<file path="src/hdl/assert_macros.svh">
// Assertion macros shared by the ready queue RTL.
// Each macro expects the signals clk and rst in the scope where it is used.
`ifndef ASSERT_MACROS_SVH
`define ASSERT_MACROS_SVH

// The consequent must hold in the same cycle as the antecedent.
`define PRQ_ASSERT_IMP(label, ante, cons, msg) \
  label: assert property (@(posedge clk) disable iff (rst) (ante) |-> (cons)) \
    else $error(msg);

// The expression must never be true.
`define PRQ_ASSERT_NEVER(label, expr, msg) \
  label: assert property (@(posedge clk) disable iff (rst) !(expr)) \
    else $error(msg);

`endif

</file>
<file path="src/hdl/prq_pkg.sv">
// Package for the priority ready queue: sizes, codes, state type and the link port struct.
// No dependencies; used by prq_link_store and priority_ready_queue.
package prq_pkg;

  localparam int SLOT_COUNT = 32;
  localparam int SLOT_BITS  = $clog2(SLOT_COUNT);
  localparam int LINK_BITS  = $clog2(SLOT_COUNT + 1);
  localparam int PRIO_BITS  = 8;

  typedef logic [SLOT_BITS-1:0] slot_t;
  typedef logic [LINK_BITS-1:0] link_t;
  typedef logic [PRIO_BITS-1:0] prio_t;

  localparam link_t NO_SLOT = LINK_BITS'(SLOT_COUNT);

  typedef enum logic {
    CMD_ACTIVATE  = 1'b0,
    CMD_TERMINATE = 1'b1
  } cmd_t;

  typedef enum logic [1:0] {
    ERR_NONE    = 2'd0,
    ERR_NO_FREE = 2'd1,
    ERR_EMPTY   = 2'd2
  } err_t;

  typedef enum logic [2:0] {
    S_IDLE,
    S_FREE,
    S_WALK,
    S_LINK,
    S_LINK_PREV,
    S_TERM,
    S_RESULT
  } state_t;

  typedef struct packed {
    logic  rd_en;
    slot_t rd_addr;
    logic  wr_en;
    slot_t wr_addr;
    link_t wr_data;
  } link_req_t;

  function automatic logic is_slot(link_t v);
    return v < LINK_BITS'(SLOT_COUNT);
  endfunction

  function automatic link_t clamp_link(link_t v);
    return is_slot(v) ? v : NO_SLOT;
  endfunction

  // After reset every slot links to the following one; the last one links to none.
  function automatic link_t link_reset(slot_t s);
    return LINK_BITS'(s) + LINK_BITS'(1);
  endfunction

endpackage

</file>
<file path="src/hdl/prq_link_store.sv">
// Link memory of the ready queue: one next link per slot, one read and one write port.
// Per-entry valid bits give the reset free chain without a clearing pass. Uses prq_pkg.
module prq_link_store
  import prq_pkg::*;
(
  input  logic      clk,
  input  logic      rst,
  input  link_req_t req,
  output link_t     rd_data
);

  link_t                 mem [SLOT_COUNT];
  logic [SLOT_COUNT-1:0] written;

  always_ff @(posedge clk) begin
    if (req.wr_en) begin
      mem[req.wr_addr] <= req.wr_data;
    end
    if (req.rd_en) begin
      rd_data <= written[req.rd_addr] ? mem[req.rd_addr] : link_reset(req.rd_addr);
    end
  end

  always_ff @(posedge clk) begin
    if (rst) begin
      written <= '0;
    end else if (req.wr_en) begin
      written[req.wr_addr] <= 1'b1;
    end
  end

endmodule

</file>
<file path="src/hdl/priority_ready_queue.sv">
// Priority ready queue: a sorted linked list of task slots with a free list.
// Each accepted beat on the input channel (command, task_priority, insert_at_head)
// gives one beat on the output channel (slot_used, head_slot, head_changed, error_code).
// An activate takes the first free slot and walks the ready list from its head, one
// link and priority read per cycle, until it finds the insertion point; it then links
// the new entry and, when the new entry is not the head, the entry before it. A
// terminate moves the head slot onto the free list, and an item rejected with an error
// goes straight to its result. The single read port of the link memory sets the walk
// rate. One item is in work at a time; the next is accepted in the cycle after the
// result has been loaded into the output register.
// While the receiver stalls, one result waits in the output register and the next item
// is worked and then held in its final state, which keeps the input stalled until the
// output register frees.
// Reset leaves the ready list empty and chains all slots on the free list in order; it
// needs no clearing pass. Depends on prq_pkg, prq_link_store and assert_macros.svh.
`include "assert_macros.svh"

module priority_ready_queue
  import prq_pkg::*;
(
  input  logic       clk,
  input  logic       rst,
  input  logic       in_valid,
  output logic       in_ready,
  input  logic       command,
  input  logic [7:0] task_priority,
  input  logic       insert_at_head,
  output logic       out_valid,
  input  logic       out_ready,
  output slot_t      slot_used,
  output link_t      head_slot,
  output logic       head_changed,
  output logic [1:0] error_code
);

  state_t    state, state_next;
  link_t     ready_head, free_head, old_head, cur, prev;
  slot_t     slot;
  prio_t     item_prio;
  logic      ahead;
  err_t      err;

  link_req_t link_req;
  link_t     link_rd;
  link_t     nxt;

  prio_t     prio_mem [SLOT_COUNT];
  prio_t     prio_rd;
  logic      prio_wr_en, prio_rd_en;
  slot_t     prio_wr_addr, prio_rd_addr;

  logic      accept, out_free, walk_go;

  prq_link_store u_links (
    .clk     (clk),
    .rst     (rst),
    .req     (link_req),
    .rd_data (link_rd)
  );

  function automatic prio_t item_prio_in();
    return prio_t'(task_priority);
  endfunction

  always_ff @(posedge clk) begin
    if (prio_wr_en) begin
      prio_mem[prio_wr_addr] <= item_prio_in();
    end
    if (prio_rd_en) begin
      prio_rd <= prio_mem[prio_rd_addr];
    end
  end

  assign in_ready = (state == S_IDLE);
  assign accept   = in_valid && in_ready;
  assign out_free = !out_valid || out_ready;
  assign nxt      = clamp_link(link_rd);
  assign walk_go  = (prio_rd > item_prio) || (!ahead && (prio_rd == item_prio));

  always_comb begin
    state_next = state;
    case (state)
      S_IDLE: begin
        if (accept) begin
          if (cmd_t'(command) == CMD_ACTIVATE) begin
            state_next = is_slot(free_head) ? S_FREE : S_RESULT;
          end else begin
            state_next = is_slot(ready_head) ? S_TERM : S_RESULT;
          end
        end
      end
      S_FREE:      state_next = is_slot(cur) ? S_WALK : S_LINK;
      S_WALK:      state_next = (walk_go && is_slot(nxt)) ? S_WALK : S_LINK;
      S_LINK:      state_next = is_slot(prev) ? S_LINK_PREV : S_RESULT;
      S_LINK_PREV: state_next = S_RESULT;
      S_TERM:      state_next = S_RESULT;
      S_RESULT:    state_next = out_free ? S_IDLE : S_RESULT;
      default:     state_next = S_IDLE;
    endcase
  end

  always_comb begin
    link_req     = '0;
    prio_wr_en   = 1'b0;
    prio_wr_addr = free_head[SLOT_BITS-1:0];
    prio_rd_en   = 1'b0;
    prio_rd_addr = cur[SLOT_BITS-1:0];
    case (state)
      S_IDLE: begin
        if (accept) begin
          if (cmd_t'(command) == CMD_ACTIVATE) begin
            if (is_slot(free_head)) begin
              link_req.rd_en   = 1'b1;
              link_req.rd_addr = free_head[SLOT_BITS-1:0];
              prio_wr_en       = 1'b1;
            end
          end else if (is_slot(ready_head)) begin
            link_req.rd_en   = 1'b1;
            link_req.rd_addr = ready_head[SLOT_BITS-1:0];
          end
        end
      end
      S_FREE: begin
        if (is_slot(cur)) begin
          link_req.rd_en   = 1'b1;
          link_req.rd_addr = cur[SLOT_BITS-1:0];
          prio_rd_en       = 1'b1;
        end
      end
      S_WALK: begin
        if (walk_go && is_slot(nxt)) begin
          link_req.rd_en   = 1'b1;
          link_req.rd_addr = nxt[SLOT_BITS-1:0];
          prio_rd_en       = 1'b1;
          prio_rd_addr     = nxt[SLOT_BITS-1:0];
        end
      end
      S_LINK: begin
        link_req.wr_en   = 1'b1;
        link_req.wr_addr = slot;
        link_req.wr_data = cur;
      end
      S_LINK_PREV: begin
        link_req.wr_en   = 1'b1;
        link_req.wr_addr = prev[SLOT_BITS-1:0];
        link_req.wr_data = LINK_BITS'(slot);
      end
      S_TERM: begin
        link_req.wr_en   = 1'b1;
        link_req.wr_addr = old_head[SLOT_BITS-1:0];
        link_req.wr_data = clamp_link(free_head);
      end
      default: begin
      end
    endcase
  end

  always_ff @(posedge clk) begin
    if (rst) begin
      state      <= S_IDLE;
      ready_head <= NO_SLOT;
      free_head  <= '0;
      out_valid  <= 1'b0;
    end else begin
      state <= state_next;
      case (state)
        S_FREE: free_head <= nxt;
        S_LINK: begin
          if (!is_slot(prev)) begin
            ready_head <= LINK_BITS'(slot);
          end
        end
        S_TERM: begin
          ready_head <= nxt;
          free_head  <= old_head;
        end
        default: begin
        end
      endcase
      if (state == S_RESULT && out_free) begin
        out_valid <= 1'b1;
      end else if (out_ready) begin
        out_valid <= 1'b0;
      end
    end
  end

  always_ff @(posedge clk) begin
    case (state)
      S_IDLE: begin
        if (accept) begin
          old_head  <= clamp_link(ready_head);
          cur       <= clamp_link(ready_head);
          prev      <= NO_SLOT;
          item_prio <= item_prio_in();
          ahead     <= insert_at_head;
          if (cmd_t'(command) == CMD_ACTIVATE) begin
            slot <= is_slot(free_head) ? free_head[SLOT_BITS-1:0] : '0;
            err  <= is_slot(free_head) ? ERR_NONE : ERR_NO_FREE;
          end else begin
            slot <= is_slot(ready_head) ? ready_head[SLOT_BITS-1:0] : '0;
            err  <= is_slot(ready_head) ? ERR_NONE : ERR_EMPTY;
          end
        end
      end
      S_WALK: begin
        if (walk_go) begin
          prev <= cur;
          cur  <= nxt;
        end
      end
      S_RESULT: begin
        if (out_free) begin
          slot_used    <= slot;
          head_slot    <= ready_head;
          head_changed <= (ready_head != old_head);
          error_code   <= err;
        end
      end
      default: begin
      end
    endcase
  end

  `PRQ_ASSERT_IMP(a_walk_skips_new_slot, state == S_WALK, cur != LINK_BITS'(slot),
    "list walk reached the slot being inserted")
  `PRQ_ASSERT_NEVER(a_lists_disjoint, is_slot(free_head) && (free_head == ready_head),
    "free list and ready list share their first slot")
  `PRQ_ASSERT_NEVER(a_link_port_conflict, link_req.rd_en && link_req.wr_en,
    "link memory read and written in the same cycle")
  `PRQ_ASSERT_IMP(a_empty_error_result, out_valid && (error_code == ERR_EMPTY),
    (head_slot == NO_SLOT) && !head_changed,
    "empty-queue error reported with a running task")

endmodule
</file>
<file path="config.mk">
export PLATFORM = sky130hd
export DESIGN_NAME = priority_ready_queue
export DESIGN_NICKNAME = d
export VERILOG_FILES = /design/src/hdl/prq_pkg.sv /design/src/hdl/prq_link_store.sv /design/src/hdl/priority_ready_queue.sv
export VERILOG_INCLUDE_DIRS = /design/src /design/src/hdl
export SDC_FILE = /design/constraint.sdc
export NUM_CORES = 1
export LEC_CHECK = 0
export BUFFER_PORTS_ARGS = -buffer_cell sky130_fd_sc_hd__buf_2
export CORE_ASPECT_RATIO = 0.6
export CORE_UTILIZATION = 45
export CTS_BUF_LIST = sky130_fd_sc_hd__clkbuf_2
export DETAILED_ROUTE_END_ITERATION = 10
export GPL_TIMING_DRIVEN = 0
export HOLD_SLACK_MARGIN = 0.05
export PLACE_DENSITY = 0.61
export SLEW_MARGIN = 30
export SYNTH_ARGS = -nofsm -noshare
export SYNTH_HDL_FRONTEND = slang
export SYNTH_SLANG_ARGS = --single-unit
</file>
<file path="constraint.sdc">
create_clock -name clk -period 3.16 [get_ports clk]
set_input_delay 0.158 -clock clk [delete_from_list [all_inputs] [get_ports clk]]
set_output_delay 0.158 -clock clk [all_outputs]
set_load 0.005 [all_outputs]
</file>
; After elaboration in Yosys (flattened, before gate mapping)
; Memories as Yosys holds them, arrays and structs flattened. A register that Yosys moved wholly into a read port is not among the register bits.
; Cells that the tools add are included.
[classes]
n_addsub = 1
order_cmp = 10
n_eq_ne = 11
muxes = 55
n_bitwise = 1
n_reduce_logical = 19
[ops]
columns = cell, count
row1 = $mux W6, 15
row2 = $pmux W6 S2, 4
row3 = $lt A6 B6 Y1 const B, 6
row4 = $pmux W12 S3, 1
row5 = $or A32 B32 Y32, 1
row6 = $mux W5, 5
row7 = $pmux W3 S6, 1
row8 = $pmux W6 S3, 1
row9 = $mux W1, 17
row10 = $lt A5 B6 Y1 const B, 2
row11 = $mux W3, 4
row12 = $eq A3 B3 Y1 const B, 3
row13 = $eq A8 B8 Y1, 1
row14 = $gt A8 B8 Y1, 1
row15 = $mux W2, 4
row16 = $reduce_bool A2 Y1, 4
row17 = $add A5 B1 Y6 const B, 1
row18 = $eq A3 B2 Y1 const B, 2
row19 = $ne A6 B6 Y1, 1
row20 = $reduce_and A2 Y1, 3
row21 = $bmux W1 S5, 1
row22 = $demux W1 S5, 1
row23 = $ge A5 B1 Y1 const B, 1
row24 = $logic_and A1 B1 Y1, 5
row25 = 9 further kinds, 12
[word_totals]
regBits = 102
ram_bits = 448
input_bits = 14
out_inout_bits = 16
elab_cells = 116
mem_count = 2
[mem_list]
columns = name, words, width, rd, rd_clocked_by_memory_dff, write_ports, line
row1 = prio_mem, 32, 8, 1, 1, 1, priority_ready_queue.sv:47  ; prio_t prio_mem [SLOT_COUNT];
row2 = u_links.mem, 32, 6, 1, 0, 1, prq_link_store.sv:12  ; link_t mem [SLOT_COUNT];

; Depth between registers and ports, before layout
; Gate-level depths: netlist of run 1.
[logic_depth]
ltp_word = 9
ltp_mapped = 16
mapped_depth_nobuf = 12

; Modules after synthesis
; Synthesis of run 1 repeated with hierarchy kept, for this count alone.
[hier_totals]
hier_cells = 1536
hier_area_um2 = 22923.2
[modules_own_cells]
columns = module, instances, cells_per_inst, area_per_inst_um2, seq_area_each_um2
row1 = priority_ready_queue, 1, 1012, 13879.6, 9689.3
row2 = prq_link_store, 1, 524, 9043.7, 6586.3

; Worst setup path after synthesis of run 1
; Ideal clock, no wire load.
[synth_timing]
kind = flip-flop to flip-flop
start = register item_prio[0]
end = register u_links.rd_data[4], data pin
setup_ps = 260
arrival_time_ps = 3155
required_ps = 2900
path_slack_ps = -255
path_stages_with_launch = 16
path_buffers = 5
path_cell_list = edfxtp_1 -> ha_1 -> nand2b_1 -> a2111oi_2 -> o31ai_1 -> buf_2 -> a21boi_1 -> buf_4 -> buf_4 -> buf_2 -> buf_2 -> inv_1 -> ha_1 -> nand3_1 -> xor2_1 -> mux2_2
[synth_between]
elab_chain_len = 9
[synth_lines]
columns = item, line
row1 = "start, declared", priority_ready_queue.sv:39  ; prio_t item_prio;
row2 = "start signal, assigned", priority_ready_queue.sv:195  ; item_prio <= item_prio_in();
row3 = "parallel branches: the longest is 2 deep, another holds $gt A8 B8 Y1", -
row4 = $logic_or A1 B1 Y1 (*), priority_ready_queue.sv:78  ; assign walk_go = (prio_rd > item_prio) || (!ahead && (prio_rd == item_prio));
row5 = $logic_and A1 B1 Y1 (*), priority_ready_queue.sv:131  ; if (walk_go && is_slot(nxt)) begin
row6 = $mux W6 (*), priority_ready_queue.sv:131
row7 = $pmux W6 S3 (*), priority_ready_queue.sv:108  ; case (state)
row8 = $bmux W1 S5, prq_link_store.sv:20  ; rd_data <= written[req.rd_addr] ? mem[req.rd_addr] : link_reset(req.rd_addr);
row9 = $mux W1 (not written as such), prq_link_store.sv:20
row10 = $mux W6 (*), prq_link_store.sv:20
row11 = "end signal, assigned", prq_link_store.sv:20
row12 = "end, declared", prq_link_store.sv:9  ; output link_t rd_data
; Every way passes the cells marked *. The select of a mux whose other input is x is not followed.
; A chain may end at the register's enable or synchronous reset.

; Worst setup path after layout of run 1
[layout_timing]
start = register prio_rd[0] (read register of prio_mem)
end = register u_links.rd_data[4], data pin
[layout_between]
elab_chain_len = 9
[layout_lines]
columns = item, line
row1 = "start, declared", priority_ready_queue.sv:48  ; prio_t prio_rd;
row2 = "parallel branches: the longest is 2 deep, another holds $gt A8 B8 Y1", -
row3 = $logic_or A1 B1 Y1 (*), priority_ready_queue.sv:78
row4 = $logic_and A1 B1 Y1 (*), priority_ready_queue.sv:131
row5 = $mux W6 (*), priority_ready_queue.sv:131
row6 = $pmux W6 S3 (*), priority_ready_queue.sv:108
row7 = $bmux W1 S5, prq_link_store.sv:20
row8 = $mux W1 (not written as such), prq_link_store.sv:20
row9 = $mux W6 (*), prq_link_store.sv:20
; Marked as above.

==> impl_metrics.toml, run 1 <==
[sta]
setup_tns_ps = -7040
maxSlewViolCount = 0
slew_headroom_pct = 38.4
worst_hold_slack_ps = 199
finalSetupViolCount = 14
skew_ps = 167
min_period_ps = 3760
period_share_pct = 119
worstMarginPinSlew_ps = 921
worst_slack_ps = -601
hold_violations = 0
rsz0062_at_grt = "true"
fmax_ghz = 0.266

[yosys]
synth_seq_area_share_pct = 70.8
postSynthAreaPerCell_um2 = 13.0
synth_edf_count = 510
synth.largest_area_cell = "edfxtp_1"
synth_top_area_share_pct = 66.6
synth-seq-cells = 558
ys_warn_count = 0
synthArstFlopShare_pct = 0
ys.flop_type = "edfxtp_1"
syn-instance-count = 1764
synth_cell_types = 68
syn_nets = 1787
synthTopCellsByArea = "edfxtp_1 67%, nand2_1 4.7%, dfxtp_1 4.2%"
synth_commonest_cells = "510 x edfxtp_1, 288 x nand2_1, 169 x nor2_1"
yosysMostFrequentCell = "edfxtp_1"
syn_area_mm2 = 0.0230

[clocking]
htree_num_levels = 4
cts_root_buf = "clkbuf_2"
cts.sinks = 558
cts_buffers = 131
clock_latency_ps = 1140
clockBufferDepth = 3
clkTransAtPathRegs_ps = 120
cts_tree = "done"

[placed_design]
dp_hpwl_um = 45700
pre_cts_ws_ps = -1730
postPlaceCellArea_mm2 = 0.0242
port_buffers = 28
routabilityCongestion = 1.03

[grt]
grt_pass1_vias = 15439
overflow = 0
grt_max_degree = 34
antenna_found_initial = 2
grt_usage_pct = 26.7
grt_pass1_wl_um = 100000

[critical_path]
worst_ep_required_time_ps = 3890
critPathSlowestCell = "edfxtp_1"
crit_buf_inv = 5
cp-end-kind = "register"
slowest_delay_ps = 390
critPathKind = "register to register"
crit_path_max_fanout = 5
cp_cell_sequence = "inv_2 > ha_4 > nand2b_4 > a2111oi_4 > o31ai_4 > buf_6 > a21boi_4 > clkinv_4 > buf_12 > clkbuf_16 > mux2i_4 > a22oi_1 > a22oi_2 > nand4_1 > mux2_4"
crit_family = "compound AO/OA/AOI/OAI gates"
crit_arrival_ps = 4490
critPathLaunchType = "register"

[run_status]
violations = "negative setup slack"
run_status = "finished, violations left"

[power_and_ir_drop]
ir_drop_uv = 386
cellPowerDensity_mw_per_mm2 = 843
leakagePower_nw = 9.63

[routing]
routed_wirelength_um = 70000
vias_per_cell = 5.97
drt_iter0_markers = 2048
drc = 0
ant_nets = 0
num_vias = 16535
wl_per_cell_um = 25.2
drt-pass1-iter-count = 6

[floorplanning]
rows = 63
die-area_mm2 = 0.0521
io-pin-count = 30
die_height_um = 177
core_region_area_mm2 = 0.0499
start_util_pct = 46.1
die-width_um = 294

[job]
cap_violations = 0

[cells_and_area]
design_area_mm2 = 0.0276
syn_to_final_growth_pct = 20.1
nets = 2019
final_core_util_pct = 55.4
drive_gt1_share_pct = 28.7

[min_path]
hold_path.class = "input pin to register"
flip-flops by register name (all words and copies together), names as in the netlist:
| name | count |
|---|---|
| old_head | 6 |
| prio_mem | 256 |
| free_head | 6 |
| ahead | 1 |
| state | 3 |
| out_valid | 1 |
| prev | 6 |
| head_slot | 6 |
| u_links.mem | 192 |
| u_links.rd_data | 6 |
| cur | 6 |
| u_links.written | 32 |
| item_prio | 8 |
| prio_rd | 8 |
| slot | 5 |
| err | 2 |
| head_changed | 1 |
| error_code | 2 |
| ready_head | 6 |
| slot_used | 5 |
worst paths after layout:
path	start	to	slack (ps)	cells after the start
setup reg to reg	prio_rd[0]	u_links.rd_data[4]	-600	15
setup / recovery	prio_rd[0]	u_links.rd_data[4]	-600	15
hold reg to reg	err[1]	error_code[1]	430	0
hold / removal	task_priority[3]	prio_mem[26][3]	200	2
metrics by stage:
stage / power (mW) / std cells
detailed placement: 15.8 / 2476
finish: 23.3 / 2772
floorplan: 13.3 / 1764
global placement: 15.7 / 2474
CTS: 22.6 / 2762
global route: 24.1 / 2772
layout by cell type (no fill, tap or decap), types with 16 or more instances in the layout:
master,n
o22ai_1,20
clkinv_1,19
nor2b_1,16
mux2_2,43
a211oi_1,28
clkbuf_2,203
a21oi_1,99
and3_1,33
clkbuf_1,17
nand3_1,60
edfxtp_1,510
dfxtp_1,48
buf_2,37
dlygate4sd3_1,25
o21ai_0,20
nor2_1,139
buf_4,45
nand2_1,270
mux2i_1,26
report_power, final:
| part | leakage (nW) | internal, mW | total [mW] | switching (mW) |
|---|---|---|---|---|
| Clock | 0.918 | 1.95 | 4.91 | 2.96 |
| Sequential | 5.08 | 8.80 | 9.18 | 0.379 |
| Combinational | 3.64 | 3.56 | 9.20 | 5.64 |
layer usage:
metal,track usage (%),wire length [µm],vias to the layer above
met5,0,0,-
met4,5.99,975,0
met3,9.02,9810,95
met2,32.4,26200,996
met1,44.1,33000,8288
li1,-,-,7156
area by class of cell:
type	count	area, µm²
repair inverters	1	6.26
repair buffers	103	957
flip-flops and latches	558	16300
plain buffers	91	813
clock inverters	35	282
multi-input cells	1086	7380
fillers	4127	22300
well taps	682	853
diodes	2	5.00
inverters	24	110
clock buffers	190	951
timing repair:
| action | 4_1_cts | 5_1_grt |
|---|---|---|
| pin swaps | 34 | 16 |
| gates cloned | 7 | 3 |
| resized for setup | 285 | 95 |
| hold endpoints to repair | 483 | 0 |
| hold buffers | 25 | 0 |
| setup endpoints to repair | 47 | 391 |
| buffers inserted | 33 | 6 |
logic make-up (layout without fill, tap and decap cells):
logic type / Yosys count / after routing / synth area share [%]
flip-flops: 558 / 558 / 70.8
buffers and inverters: 120 / 444 / 2.32
other: 0 / 2 / 0
AO/OA/AOI/OAI: 320 / 320 / 9.08
adder cells (fa/ha/maj): 9 / 9 / 0.490
XOR/XNOR: 9 / 9 / 0.343
multiplexers: 88 / 88 / 4.11
AND/OR/NAND/NOR: 660 / 660 / 12.9
Note: power is estimated with default switching activity, not from simulation.
==> inputs of run 2 (changes only) <==
- SYNTH_HIERARCHICAL: unset -> 1
==> run 2 against run 1 <==
Against the previous run: the flow still finishes with violations (negative setup slack); core utilization grew 0.28 points; wire length decreased by 6.5%; maximum frequency down 4.3%; combinational power rose by 0.5%; area after synthesis decreased by 0.34%; power shrank 0.94%; sequential power down 0.7%; largest cell class unchanged.
==> impl_metrics.toml, run 2 <==
[run_status]
run_status = "finished, violations left"
violations = "negative setup slack"

[critical_path]
worst_ep_required_time_ps = 4000
cp-end-kind = "register"
critPathKind = "register to register"
critPathLaunchType = "register"
rrSetupSlack_ps = -770
reg2reg_depth = 13
crit_arrival_ps = 4770
crit_path_max_fanout = 10
r2r_start = "prio_rd[6]"
rr_endpoint = "u_links/rd_data[1]"

[routing]
ant_nets = 0
drt-pass1-iter-count = 8
wl_per_cell_um = 25.8
routed_wirelength_um = 65400
num_vias = 15058
drc = 0
drt_iter0_markers = 1566
vias_per_cell = 5.93

[cells_and_area]
reg_top3 = "prio_mem (256), u_links/mem (192), u_links/written (32)"
finalNonFillerCells = 2541
final_core_util_pct = 55.7
largest_reg_flops = 256
syn_to_final_growth_pct = 20.9
final_common_cell = "edfxtp_1"
largest_register = "prio_mem"
final_cell_mix = "510 x edfxtp_1, 190 x clkbuf_2, 113 x nand2_1, 112 x nor2_1, 55 x mux2i_1"
nets = 1795
drive_gt1_share_pct = 34.8

[power_and_ir_drop]
ir_drop_uv = 388
combPwrFrac_pct = 40.1
p_int_mw = 14.3
switching_share_pct = 38.0
clock_power_share_pct = 20.4
pwr-share-seq_pct = 39.5
leakagePower_nw = 9.24
cellPowerDensity_mw_per_mm2 = 832
p_sw_mw = 8.77

[grt]
grt_pass1_wl_um = 93600
grt_pass1_vias = 14185
overflow = 0
antenna_found_initial = 1
grt_max_degree = 34
grt_usage_pct = 25.1

[sta]
finalSetupViolCount = 14
slew_headroom_pct = 43.9
fmax_ghz = 0.254
min_period_ps = 3930
rsz0062_at_grt = "true"
maxSlewViolCount = 0
worst_hold_slack_ps = 142
skew_ps = 110
setup_tns_ps = -5960
worst_slack_ps = -772
hold_violations = 0
worstMarginPinSlew_ps = 841
period_share_pct = 124

[floorplanning]
die-area_mm2 = 0.0519
start_util_pct = 46.0
core_region_area_mm2 = 0.0498
rows = 63
io-pin-count = 30
die-width_um = 293
die_height_um = 177

[clocking]
htree_num_levels = 4
clkTransAtPathRegs_ps = 110
cts_tree = "done"
cts.sinks = 558
cts_buffers = 130
clock_latency_ps = 1150
clockBufferDepth = 3
cts_root_buf = "clkbuf_2"

[yosys]
synth.largest_area_cell = "edfxtp_1"
synth_edf_count = 510
synth_seq_area_share_pct = 71.0
ys_warn_count = 6
synthTopCellsByArea = "edfxtp_1 67%, dfxtp_1 4.2%, mux4_2 4.1%"
synth_top_area_share_pct = 66.8
syn_area_mm2 = 0.0229
yosysMostFrequentCell = "edfxtp_1"
syn_nets = 1559
postSynthAreaPerCell_um2 = 14.9
synth-seq-cells = 558
synth_cell_types = 78
ys.flop_type = "edfxtp_1"
synth_commonest_cells = "510 x edfxtp_1, 174 x nor2_1, 115 x nand2_1"
synthArstFlopShare_pct = 0
syn-instance-count = 1536

[min_path]
min_to = "prio_mem[21][7]"
min_path_cells = 2
hp-start = "task_priority[7]"
hold_path.class = "input pin to register"

[placed_design]
port_buffers = 29
dp_hpwl_um = 42300
pre_cts_ws_ps = -1720
placedCellCount = 2249
routabilityCongestion = 0.954

[job]
cap_violations = 0
==> run 2: power groups by stage <==
stage               Combinational [mW]  Sequential, mW  Clock, mW
detailed placement                6.45            9.25          0
floorplan                         4.21            9.11          0
global route                      9.67            9.15       5.14
CTS                               7.70            9.09       4.79
finish                            9.25            9.12       4.71
global placement                  6.34            9.25          0
==> run 2: logic make-up (layout without fill, tap and decap cells) <==
group	count (synthesis)	count (layout)	synth area share, %
flops	558	558	71.0
simple gates	475	475	9.97
compound gates	248	248	7.80
mux	126	126	7.94
buf+inv	112	434	2.49
fa+ha+maj	9	9	0.491
xor+xnor	8	8	0.306
other cells	0	1	0
==> run 2: per-layer routing <==
layer / part of all wire (%) / vias up / global-route usage, %
li1: - / 6491 / -
met1: 48 / 7637 / 39.9
met2: 38 / 842 / 30.4
met3: 12 / 84 / 10.7
met4: 1.1 / 4 / 5.23
met5: 0.47 / - / 4.41
==> run 2: timing repair <==
item | CTS | global route
setup buffers | 34 | 19
endpoints found under the hold margin | 374 | 0
gates resized for setup | 227 | 211
pin swaps | 21 | 55
hold buffers | 21 | 0
cloned | 1 | 3
endpoints found under the setup margin | 453 | 409
==> run 2: per-stage QoR <==
stage / total power [mW] / instance area, µm²
after floorplan: 13.3 / 23000
after global placement: 15.6 / 24000
after detailed placement: 15.7 / 24000
after CTS: 21.6 / 26600
after global routing: 24.0 / 27700
final: 23.1 / 27700
==> run 2: cell type report <==
class | instances | area (µm²)
fill | 4043 | 22100
sequential | 558 | 16300
multi-input combinational | 866 | 7520
timing repair buffer | 109 | 1010
clock buffer | 181 | 906
tap | 682 | 853
buffer | 85 | 821
clock inverter | 37 | 254
inverter | 22 | 85.1
antenna | 1 | 2.50
==> run 2: worst max-delay path by stage <==
stage,start,slack (ps),endpoint
global route,prio_rd[6],-830,u_links/rd_data[3]
detailed placement,prio_rd[6],-1720,u_links/rd_data[1]
finish,prio_rd[6],-770,u_links/rd_data[1]
floorplan,prio_rd[7],-450,u_links/rd_data[1]
CTS,prio_rd[6],-730,u_links/rd_data[3]
global placement,prio_rd[7],-1650,u_links/rd_data[1]
==> run 2: critical path, stage by stage (launching register included) <==
cell and delay, ps:
edfxtp_1 440, ha_4 290, nand4_1 180, or3_4 450
and2_4 180, and3_4 200, a221o_1 310, buf_6 160
buf_6 160, buf_6 170, mux4_2 340, a211oi_4 390
a21oi_1 110, mux2_4 280
